===== config.mk =====
export PLATFORM = sky130hd
export DESIGN_NAME = climate_mist_heat_controller_top
export DESIGN_NICKNAME = d
export VERILOG_FILES = /design/src/rtl/core/cmh_pkg.sv /design/src/rtl/core/climate_mist_heat_controller_top.sv
export SDC_FILE = /design/constraint.sdc
export NUM_CORES = 1
export LEC_CHECK = 0
export BUFFER_PORTS_ARGS = -buffer_cell sky130_fd_sc_hd__buf_4
export CORE_AREA = 5 5 151 153
export CTS_CLUSTER_DIAMETER = 60
export DETAILED_ROUTE_END_ITERATION = 8
export DIE_AREA = 0 0 156 158
export PLACE_DENSITY_LB_ADDON = 0.15
export SETUP_SLACK_MARGIN = 0.15
export SYNTH_ARGS = -nofsm -noshare
export SYNTH_HDL_FRONTEND = slang
export SYNTH_SLANG_ARGS = --single-unit

===== constraint.sdc =====
create_clock -name clock -period 5.65 [get_ports clock]
set_clock_uncertainty 0.05 [all_clocks]
set_input_delay 1.4125 -clock clock [delete_from_list [all_inputs] [get_ports clock]]
set_output_delay 1.4125 -clock clock [all_outputs]
set_load 0.1 [all_outputs]

===== src/rtl/core/cmh_pkg.sv =====
// ----------------------------------------------------------------------------
// cmh_pkg
// Shared types and constants for the climate mist/heat controller: register
// indexes, reset values, request codes and stream beat layouts.
// ----------------------------------------------------------------------------
package cmh_pkg;

   localparam int CsrIndexWidth = 3;
   localparam int CsrDataWidth  = 16;

   localparam logic [CsrIndexWidth-1:0] CSR_HUMIDITY_SETPOINT    = 3'd0;
   localparam logic [CsrIndexWidth-1:0] CSR_TEMPERATURE_SETPOINT = 3'd1;
   localparam logic [CsrIndexWidth-1:0] CSR_HUMIDITY_MARGIN      = 3'd2;
   localparam logic [CsrIndexWidth-1:0] CSR_TICKS_PER_SECOND     = 3'd3;
   localparam logic [CsrIndexWidth-1:0] CSR_BURST_SECONDS        = 3'd4;
   localparam logic [CsrIndexWidth-1:0] CSR_WAIT_SECONDS         = 3'd5;
   localparam logic [CsrIndexWidth-1:0] CSR_ATTEMPT_LIMIT        = 3'd6;

   localparam logic [6:0]        RST_HUMIDITY_SETPOINT    = 7'd70;
   localparam logic signed [9:0] RST_TEMPERATURE_SETPOINT = 10'sd75;
   localparam logic [6:0]        RST_HUMIDITY_MARGIN      = 7'd10;
   localparam logic [7:0]        RST_TICKS_PER_SECOND     = 8'd60;
   localparam logic [7:0]        RST_BURST_SECONDS        = 8'd3;
   localparam logic [15:0]       RST_WAIT_SECONDS         = 16'd300;
   localparam logic [3:0]        RST_ATTEMPT_LIMIT        = 4'd4;

   localparam logic [1:0] REQ_ENABLE  = 2'd1;
   localparam logic [1:0] REQ_DISABLE = 2'd2;

   localparam logic [5:0] SECOND_TOP = 6'd59;
   localparam logic [5:0] MINUTE_TOP = 6'd59;
   localparam logic [4:0] HOUR_TOP   = 5'd23;

   localparam int ReqDataWidth = 32;
   localparam int RspDataWidth = 24;

   typedef struct packed {
      logic [1:0]        heat_request;
      logic [1:0]        mist_request;
      logic              bus_fault;
      logic              cold_sensor_fault;
      logic              warm_sensor_fault;
      logic signed [7:0] cold_humidity;
      logic signed [9:0] warm_temperature;
   } req_beat_type;

   typedef struct packed {
      logic [5:0] clock_seconds;
      logic [5:0] clock_minutes;
      logic [4:0] clock_hours;
      logic       second_pulse;
      logic       any_fault;
      logic       mist_gave_up;
      logic       heat_enabled;
      logic       mist_enabled;
      logic       heater_on;
      logic       mister_on;
   } rsp_beat_type;

endpackage


===== src/rtl/core/climate_mist_heat_controller_top.sv =====
// ----------------------------------------------------------------------------
// climate_mist_heat_controller_top
// Tick-driven mist burst and on/off heater controller with a running clock.
//
//   channel | dir | width | content
//   req_    | in  | 32    | one tick: readings, fault flags, requests
//   rsp_    | out | 24    | drives, enables, faults, clock after the tick
//   csr_    | in  | 16    | register writes, index 0..6
//
// One beat per clock unless rsp_ stalls: each accepted tick updates all
// state in the same cycle and lands in the result register. req_tready
// is high while the result register is empty or being taken, so a stalled rsp_
// side holds one beat. Synchronous reset clears the clock, controller state,
// faults and drives and reloads the registers with their default values.
// ----------------------------------------------------------------------------
module climate_mist_heat_controller_top (
   input  logic                              clock,
   input  logic                              reset,
   input  logic                              req_tvalid,
   output logic                              req_tready,
   // warm_temperature[9:0], cold_humidity[17:10], warm_sensor_fault[18],
   // cold_sensor_fault[19], bus_fault[20], mist_request[22:21],
   // heat_request[24:23], zero[31:25]
   input  logic [cmh_pkg::ReqDataWidth-1:0]  req_tdata,
   output logic                              rsp_tvalid,
   input  logic                              rsp_tready,
   // mister_on[0], heater_on[1], mist_enabled[2], heat_enabled[3],
   // mist_gave_up[4], any_fault[5], second_pulse[6], clock_hours[11:7],
   // clock_minutes[17:12], clock_seconds[23:18]
   output logic [cmh_pkg::RspDataWidth-1:0]  rsp_tdata,
   input  logic                              csr_wen,
   input  logic [cmh_pkg::CsrIndexWidth-1:0] csr_index,
   input  logic [cmh_pkg::CsrDataWidth-1:0]  csr_wdata
);

   cmh_pkg::req_beat_type req;
   cmh_pkg::rsp_beat_type rsp_ff, rsp_in;
   logic                  rsp_valid_ff;
   logic                  accept;

   logic [6:0]        hum_set_ff;
   logic signed [9:0] temp_set_ff;
   logic [6:0]        hum_margin_ff;
   logic [7:0]        tps_ff;
   logic [7:0]        burst_secs_ff;
   logic [15:0]       wait_secs_ff;
   logic [3:0]        attempt_limit_ff;

   logic [7:0]  tick_ff, tick_in;
   logic [5:0]  sec_ff, sec_in;
   logic [5:0]  min_ff, min_in;
   logic [4:0]  hour_ff, hour_in;
   logic        mist_act_ff, mist_act_in;
   logic        mist_en_ff, mist_en_in;
   logic [7:0]  burst_el_ff, burst_el_in;
   logic [15:0] wait_el_ff, wait_el_in;
   logic [3:0]  attempts_ff, attempts_in;
   logic        heat_act_ff, heat_act_in;
   logic        heat_en_ff, heat_en_in;
   logic        flt_warm_ff, flt_warm_in;
   logic        flt_cold_ff, flt_cold_in;
   logic        flt_mist_ff, flt_mist_in;
   logic        mister_ff, mister_in;
   logic        heater_ff, heater_in;

   assign req        = cmh_pkg::req_beat_type'(req_tdata[$bits(cmh_pkg::req_beat_type)-1:0]);
   assign req_tready = !rsp_valid_ff || rsp_tready;
   assign accept     = req_tvalid && req_tready;
   assign rsp_tvalid = rsp_valid_ff;
   assign rsp_tdata  = rsp_ff;

   always_ff @(posedge clock) begin
      if (reset) begin
         hum_set_ff       <= cmh_pkg::RST_HUMIDITY_SETPOINT;
         temp_set_ff      <= cmh_pkg::RST_TEMPERATURE_SETPOINT;
         hum_margin_ff    <= cmh_pkg::RST_HUMIDITY_MARGIN;
         tps_ff           <= cmh_pkg::RST_TICKS_PER_SECOND;
         burst_secs_ff    <= cmh_pkg::RST_BURST_SECONDS;
         wait_secs_ff     <= cmh_pkg::RST_WAIT_SECONDS;
         attempt_limit_ff <= cmh_pkg::RST_ATTEMPT_LIMIT;
      end else if (csr_wen) begin
         unique case (csr_index)
            cmh_pkg::CSR_HUMIDITY_SETPOINT:    hum_set_ff       <= csr_wdata[6:0];
            cmh_pkg::CSR_TEMPERATURE_SETPOINT: temp_set_ff      <= signed'(csr_wdata[9:0]);
            cmh_pkg::CSR_HUMIDITY_MARGIN:      hum_margin_ff    <= csr_wdata[6:0];
            cmh_pkg::CSR_TICKS_PER_SECOND:     tps_ff           <= csr_wdata[7:0];
            cmh_pkg::CSR_BURST_SECONDS:        burst_secs_ff    <= csr_wdata[7:0];
            cmh_pkg::CSR_WAIT_SECONDS:         wait_secs_ff     <= csr_wdata;
            cmh_pkg::CSR_ATTEMPT_LIMIT:        attempt_limit_ff <= csr_wdata[3:0];
            default: ;
         endcase
      end
   end

   always_comb begin
      logic              sec_pulse;
      logic [8:0]        tick_next;
      logic signed [8:0] mist_thresh;
      logic [7:0]        burst_cnt;
      logic [15:0]       wait_cnt;

      tick_in     = tick_ff;
      sec_in      = sec_ff;
      min_in      = min_ff;
      hour_in     = hour_ff;
      mist_act_in = mist_act_ff;
      mist_en_in  = mist_en_ff;
      burst_el_in = burst_el_ff;
      wait_el_in  = wait_el_ff;
      attempts_in = attempts_ff;
      heat_act_in = heat_act_ff;
      heat_en_in  = heat_en_ff;
      flt_warm_in = flt_warm_ff | req.warm_sensor_fault;
      flt_cold_in = flt_cold_ff | req.cold_sensor_fault;
      flt_mist_in = flt_mist_ff;
      mister_in   = mister_ff;
      heater_in   = heater_ff;

      if (req.mist_request == cmh_pkg::REQ_ENABLE) begin
         mist_en_in = 1'b1;
      end else if (req.mist_request == cmh_pkg::REQ_DISABLE) begin
         mist_en_in = 1'b0;
      end
      if (req.heat_request == cmh_pkg::REQ_ENABLE) begin
         heat_en_in = 1'b1;
      end else if (req.heat_request == cmh_pkg::REQ_DISABLE) begin
         heat_en_in = 1'b0;
      end

      // clock
      tick_next = {1'b0, tick_ff} + 9'd1;
      sec_pulse = tick_next >= {1'b0, tps_ff};
      if (sec_pulse) begin
         tick_in = '0;
         if (sec_ff >= cmh_pkg::SECOND_TOP) begin
            sec_in = '0;
            if (min_ff >= cmh_pkg::MINUTE_TOP) begin
               min_in  = '0;
               hour_in = (hour_ff >= cmh_pkg::HOUR_TOP) ? '0 : hour_ff + 5'd1;
            end else begin
               min_in = min_ff + 6'd1;
            end
         end else begin
            sec_in = sec_ff + 6'd1;
         end
      end else begin
         tick_in = tick_next[7:0];
      end

      // mist bursts
      mist_thresh = signed'({2'b00, hum_set_ff}) - signed'({2'b00, hum_margin_ff});
      burst_cnt   = (sec_pulse && burst_el_ff != 8'hFF) ? burst_el_ff + 8'd1 : burst_el_ff;
      wait_cnt    = (sec_pulse && wait_el_ff != 16'hFFFF) ? wait_el_ff + 16'd1 : wait_el_ff;
      if (!mist_en_in ||
          (!req.cold_humidity[7] && 9'(req.cold_humidity) >= mist_thresh)) begin
         mist_act_in = 1'b0;
         burst_el_in = '0;
         wait_el_in  = '0;
         attempts_in = '0;
      end else if (req.cold_humidity[7]) begin
         mist_en_in = 1'b0;
      end else if (mist_act_ff) begin
         if (burst_cnt >= burst_secs_ff) begin
            mist_act_in = 1'b0;
            burst_el_in = '0;
            attempts_in = (attempts_ff != 4'hF) ? attempts_ff + 4'd1 : attempts_ff;
         end else begin
            burst_el_in = burst_cnt;
         end
      end else begin
         wait_el_in = wait_cnt;
         if (attempts_ff == '0 || wait_cnt >= wait_secs_ff) begin
            if (attempts_ff >= attempt_limit_ff) begin
               mist_en_in  = 1'b0;
               flt_mist_in = 1'b1;
            end else begin
               mist_act_in = 1'b1;
               wait_el_in  = '0;
            end
         end
      end

      // heater, on/off with no band
      if (!heat_en_in) begin
         heat_act_in = 1'b0;
      end else if (req.warm_temperature[9]) begin
         heat_en_in = 1'b0;
      end else if (heat_act_ff) begin
         if (req.warm_temperature > temp_set_ff) begin
            heat_act_in = 1'b0;
         end
      end else if (req.warm_temperature < temp_set_ff) begin
         heat_act_in = 1'b1;
      end

      if (req.bus_fault || flt_warm_in) begin
         heat_en_in = 1'b0;
      end
      if (req.bus_fault || flt_cold_in || flt_mist_in) begin
         mist_en_in = 1'b0;
      end

      if (sec_pulse) begin
         mister_in = mist_act_in;
         heater_in = heat_act_in;
      end

      rsp_in.mister_on     = mister_in;
      rsp_in.heater_on     = heater_in;
      rsp_in.mist_enabled  = mist_en_in;
      rsp_in.heat_enabled  = heat_en_in;
      rsp_in.mist_gave_up  = flt_mist_in;
      rsp_in.any_fault     = flt_warm_in | flt_cold_in | flt_mist_in | req.bus_fault;
      rsp_in.second_pulse  = sec_pulse;
      rsp_in.clock_hours   = hour_in;
      rsp_in.clock_minutes = min_in;
      rsp_in.clock_seconds = sec_in;
   end

   always_ff @(posedge clock) begin
      if (reset) begin
         rsp_valid_ff <= 1'b0;
         tick_ff      <= '0;
         sec_ff       <= '0;
         min_ff       <= '0;
         hour_ff      <= '0;
         mist_act_ff  <= 1'b0;
         mist_en_ff   <= 1'b0;
         burst_el_ff  <= '0;
         wait_el_ff   <= '0;
         attempts_ff  <= '0;
         heat_act_ff  <= 1'b0;
         heat_en_ff   <= 1'b0;
         flt_warm_ff  <= 1'b0;
         flt_cold_ff  <= 1'b0;
         flt_mist_ff  <= 1'b0;
         mister_ff    <= 1'b0;
         heater_ff    <= 1'b0;
      end else begin
         if (accept) begin
            rsp_valid_ff <= 1'b1;
            tick_ff      <= tick_in;
            sec_ff       <= sec_in;
            min_ff       <= min_in;
            hour_ff      <= hour_in;
            mist_act_ff  <= mist_act_in;
            mist_en_ff   <= mist_en_in;
            burst_el_ff  <= burst_el_in;
            wait_el_ff   <= wait_el_in;
            attempts_ff  <= attempts_in;
            heat_act_ff  <= heat_act_in;
            heat_en_ff   <= heat_en_in;
            flt_warm_ff  <= flt_warm_in;
            flt_cold_ff  <= flt_cold_in;
            flt_mist_ff  <= flt_mist_in;
            mister_ff    <= mister_in;
            heater_ff    <= heater_in;
         end else if (rsp_tready) begin
            rsp_valid_ff <= 1'b0;
         end
      end
   end

   always_ff @(posedge clock) begin
      if (accept) begin
         rsp_ff <= rsp_in;
      end
   end

endmodule


==> results.json <==
{
  "clk_pin_slew_ns": 0.06,
  "drc": 0,
  "ys_async_sr_fraction_pct": 0,
  "status": "finished, final reports clean",
  "synth_fa_ha_area_share_pct": 10.7,
  "layout_common_cells": "123 x dfxtp_1, 121 x nand2_1, 84 x buf_4, 79 x nor2_1, 74 x a21oi_1",
  "crit_family": "simple AND/OR/NAND/NOR gates",
  "die_h_um": 158,
  "root_buffer": "clkbuf_16",
  "place_area_mm2": 0.00917,
  "peakVddDrop_uv": 227,
  "fin_nets": 1164,
  "synth.area.mux_share_pct": 3.64,
  "cts_tree": "done",
  "synth.distinct_cells": 77,
  "fin_crit_sh_pct": 89.4,
  "dr.pass1.iters": 5,
  "synth_top_area_share_pct": 29.6,
  "dp_slack_ns": 0.324,
  "ys.flop_type": "dfxtp_1",
  "grt_pass1_vias": 6727,
  "wl_per_cell_um": 15.2,
  "ctsResizeCount": 0,
  "yosys_warnings": 0,
  "power_mw": 2.47,
  "yosysTopAreaCell": "dfxtp_1",
  "design_area_mm2": 0.00975,
  "startpoint_type": "register",
  "crit_required_ns": 5.92,
  "synth.yosys.seq_area_share_pct": 38.2,
  "crit_type": "reg2reg",
  "cpPeakStageDelay_ns": 0.57,
  "max_slew_margin_pct": 41.7,
  "reg2reg_slack_ns": 0.60,
  "vias": 6916,
  "cp.buffers_inverters": 1,
  "end_kind": "register",
  "cts_buffer_depth": 2,
  "cp_cell_sequence": "ha_1 -> and3_1 -> nand3_1 -> xnor2_1 -> ha_1 -> and3_1 -> nand3_1 -> o211a_4 -> buf_12 -> or3_1 -> o21a_1 -> or2_1 -> ha_1 -> o21a_1 -> nor2_1 -> or4_1 -> nand3_2 -> nor2_2 -> and4b_1 -> a31o_1",
  "via_per_inst": 5.20,
  "dp.cells": 1299,
  "syn_area_per_cell_um2": 8.58,
  "syn_area_mm2": 0.00833,
  "cp_slowest_cell": "or4_1",
  "setup_viol": 0,
  "coreArea_mm2": 0.0214,
  "drv_cap": 0,
  "p_leak_nw": 4.00,
  "hold_viol": 0,
  "cts_num_sinks": 147,
  "n_antenna_cell": 0,
  "drive_above_1_share_pct": 13.6,
  "rsz0062_at_grt": "no",
  "ios": 82,
  "netlist_instances": 971,
  "num_rows": 54,
  "clock_latency_ns": 0.43,
  "tns_ns": 0,
  "gr-total-overflow": 0,
  "cts_max_level": 4,
  "ant_nets": 0,
  "drt_iter0_markers": 412,
  "grt_max_degree": 68,
  "initial_core_util_pct": 38.9,
  "synth_nets": 1097,
  "yosys.area_share.xor_xnor_pct": 3.37,
  "area.growth.synth_to_final_pct": 17.1,
  "arrival_ns": 5.32,
  "synth_top_family_by_area": "simple AND/OR/NAND/NOR gates",
  "wl_mm": 20.2,
  "numCtsBuffers": 17,
  "cpMostUsedCell": "ha_1",
  "ctsHoldBuffers": 0,
  "synth_compound_area_share_pct": 17.5,
  "synthSimpleGateAreaFrac_pct": 21.5,
  "setup_ws_ns": 0.596,
  "antenna_found_initial": 0,
  "gp_congestion": 0.796,
  "powerDensity_mw_per_mm2": 253,
  "worst_pin_slew_ns": 0.870,
  "place_hpwl_mm": 14.5,
  "grt_usage_pct": 17.0,
  "post-route-min-period_ns": 5.05,
  "hold_path.class": "reg2reg",
  "mostFrequentLayoutCell": "dfxtp_1",
  "die_area_mm2": 0.0246,
  "die_w_um": 156,
  "postCtsSetupBuffers": 0,
  "fmax_ghz": 0.198,
  "synth_edf_count": 24,
  "ys_top_cells_by_area": "dfxtp_1 30%, ha_1 10%, edfxtp_1 8.7%",
  "portBuffers": 74,
  "critPathMaxFanout": 11,
  "final_cells": 1331,
  "grt_pass1_wl_mm": 33.9,
  "slew_viol_final": 0,
  "nFillCells": 2081,
  "ys_seq_elements": 147
}
-- logic make-up after synthesis --
kind of cell,Yosys count
simple gates,361
compound gates,224
buf+inv,106
mux,30
fa+ha+maj,71
flops,147
xor+xnor,32
-- routing by layer --
layer  GRT usage, %  vias to the layer above  share of wire, %
met5              0                        -                 0
met4           4.63                        0              0.91
met3           3.12                       14               3.7
met2           28.1                      112                47
met1           22.8                     3189                48
li1               -                     3601                 -
-- registers in the layout (all words and copies together) (netlist names), 4 cells and up --
signal / flops
attempt_limit_ff: 4
attempts_ff: 4
burst_el_ff: 8
burst_secs_ff: 8
hour_ff: 5
hum_margin_ff: 7
hum_set_ff: 7
min_ff: 6
rsp_tdata: 24
sec_ff: 6
temp_set_ff: 10
tick_ff: 8
tps_ff: 8
wait_el_ff: 16
wait_secs_ff: 16
-- synth_stat cells, drive strengths merged (4+ instances only) --
| cell type | count |
|---|---|
| or2 | 4 |
| nor4 | 4 |
| nand3b | 12 |
| or3 | 5 |
| xnor2 | 17 |
| and3 | 13 |
| clkbuf | 25 |
| o2111ai | 4 |
| nand2b | 18 |
| a311oi | 5 |
| nor2b | 10 |
| nand4 | 13 |
| inv | 68 |
| o211ai | 14 |
| a31oi | 32 |
| ha | 69 |
| mux2i | 28 |
| dfxtp | 123 |
| nor2 | 84 |
| nand3 | 40 |
| a32o | 4 |
| xor2 | 15 |
| buf | 12 |
| and2 | 5 |
| a21o | 13 |
| a211oi | 7 |
| o21ai | 39 |
| edfxtp | 24 |
| nand2 | 123 |
| a21oi | 76 |
| o21a | 6 |
| nor3 | 21 |
-- per-stage QoR --
| stage | utilization, % | hold WS, ns |
|---|---|---|
| after global placement | 42.8 | 0.393 |
| after CTS | 45.5 | 0.407 |
| final | 45.5 | 0.406 |
| after detailed placement | 42.8 | 0.398 |
| after global routing | 45.5 | 0.426 |
| after floorplan | - | 0.386 |
-- worst register-to-register path: stages, from the launching register on --
cell and delay [ns]:
dfxtp_1 0.42, ha_1 0.27, and3_1 0.22, nand3_1 0.15
xnor2_1 0.18, ha_1 0.29, and3_1 0.17, nand3_1 0.09
o211a_4 0.31, buf_12 0.18, or3_1 0.51, o21a_1 0.22
or2_1 0.24, ha_1 0.27, o21a_1 0.11, nor2_1 0.04
or4_1 0.57, nand3_2 0.15, nor2_2 0.11, and4b_1 0.21
a31o_1 0.17
-- path summary, 6_finish.rpt --
path | cells past startpoint | end | from
worst max-delay path | 20 | burst_el_ff[5]$_SDFFE_PP0P_ | tick_ff[0]$_SDFFE_PP0P_
worst min-delay path | 2 | wait_secs_ff[10]$_SDFFE_PP0P_ | wait_secs_ff[10]$_SDFFE_PP0P_
worst max register to register | 20 | burst_el_ff[5]$_SDFFE_PP0P_ | tick_ff[0]$_SDFFE_PP0P_
worst min register to register | 2 | wait_secs_ff[10]$_SDFFE_PP0P_ | wait_secs_ff[10]$_SDFFE_PP0P_
-- final cells by class --
cell class	count	area, um2	area share [%]
Clock inverter	14	139	1.42
Clock buffer	18	429	4.40
Inverter	69	259	2.66
Multi-Input combinational cell	718	4740	48.6
Sequential cell	147	3180	32.6
Tap cell	280	350	3.59
Timing Repair Buffer	85	651	6.67
-- where the power goes --
group          internal [mW]  switching [mW]
Clock                  0.646           0.457
Sequential              1.09          0.0105
Combinational         0.0840           0.186
No activity file was read; power rests on OpenSTA's default activity.
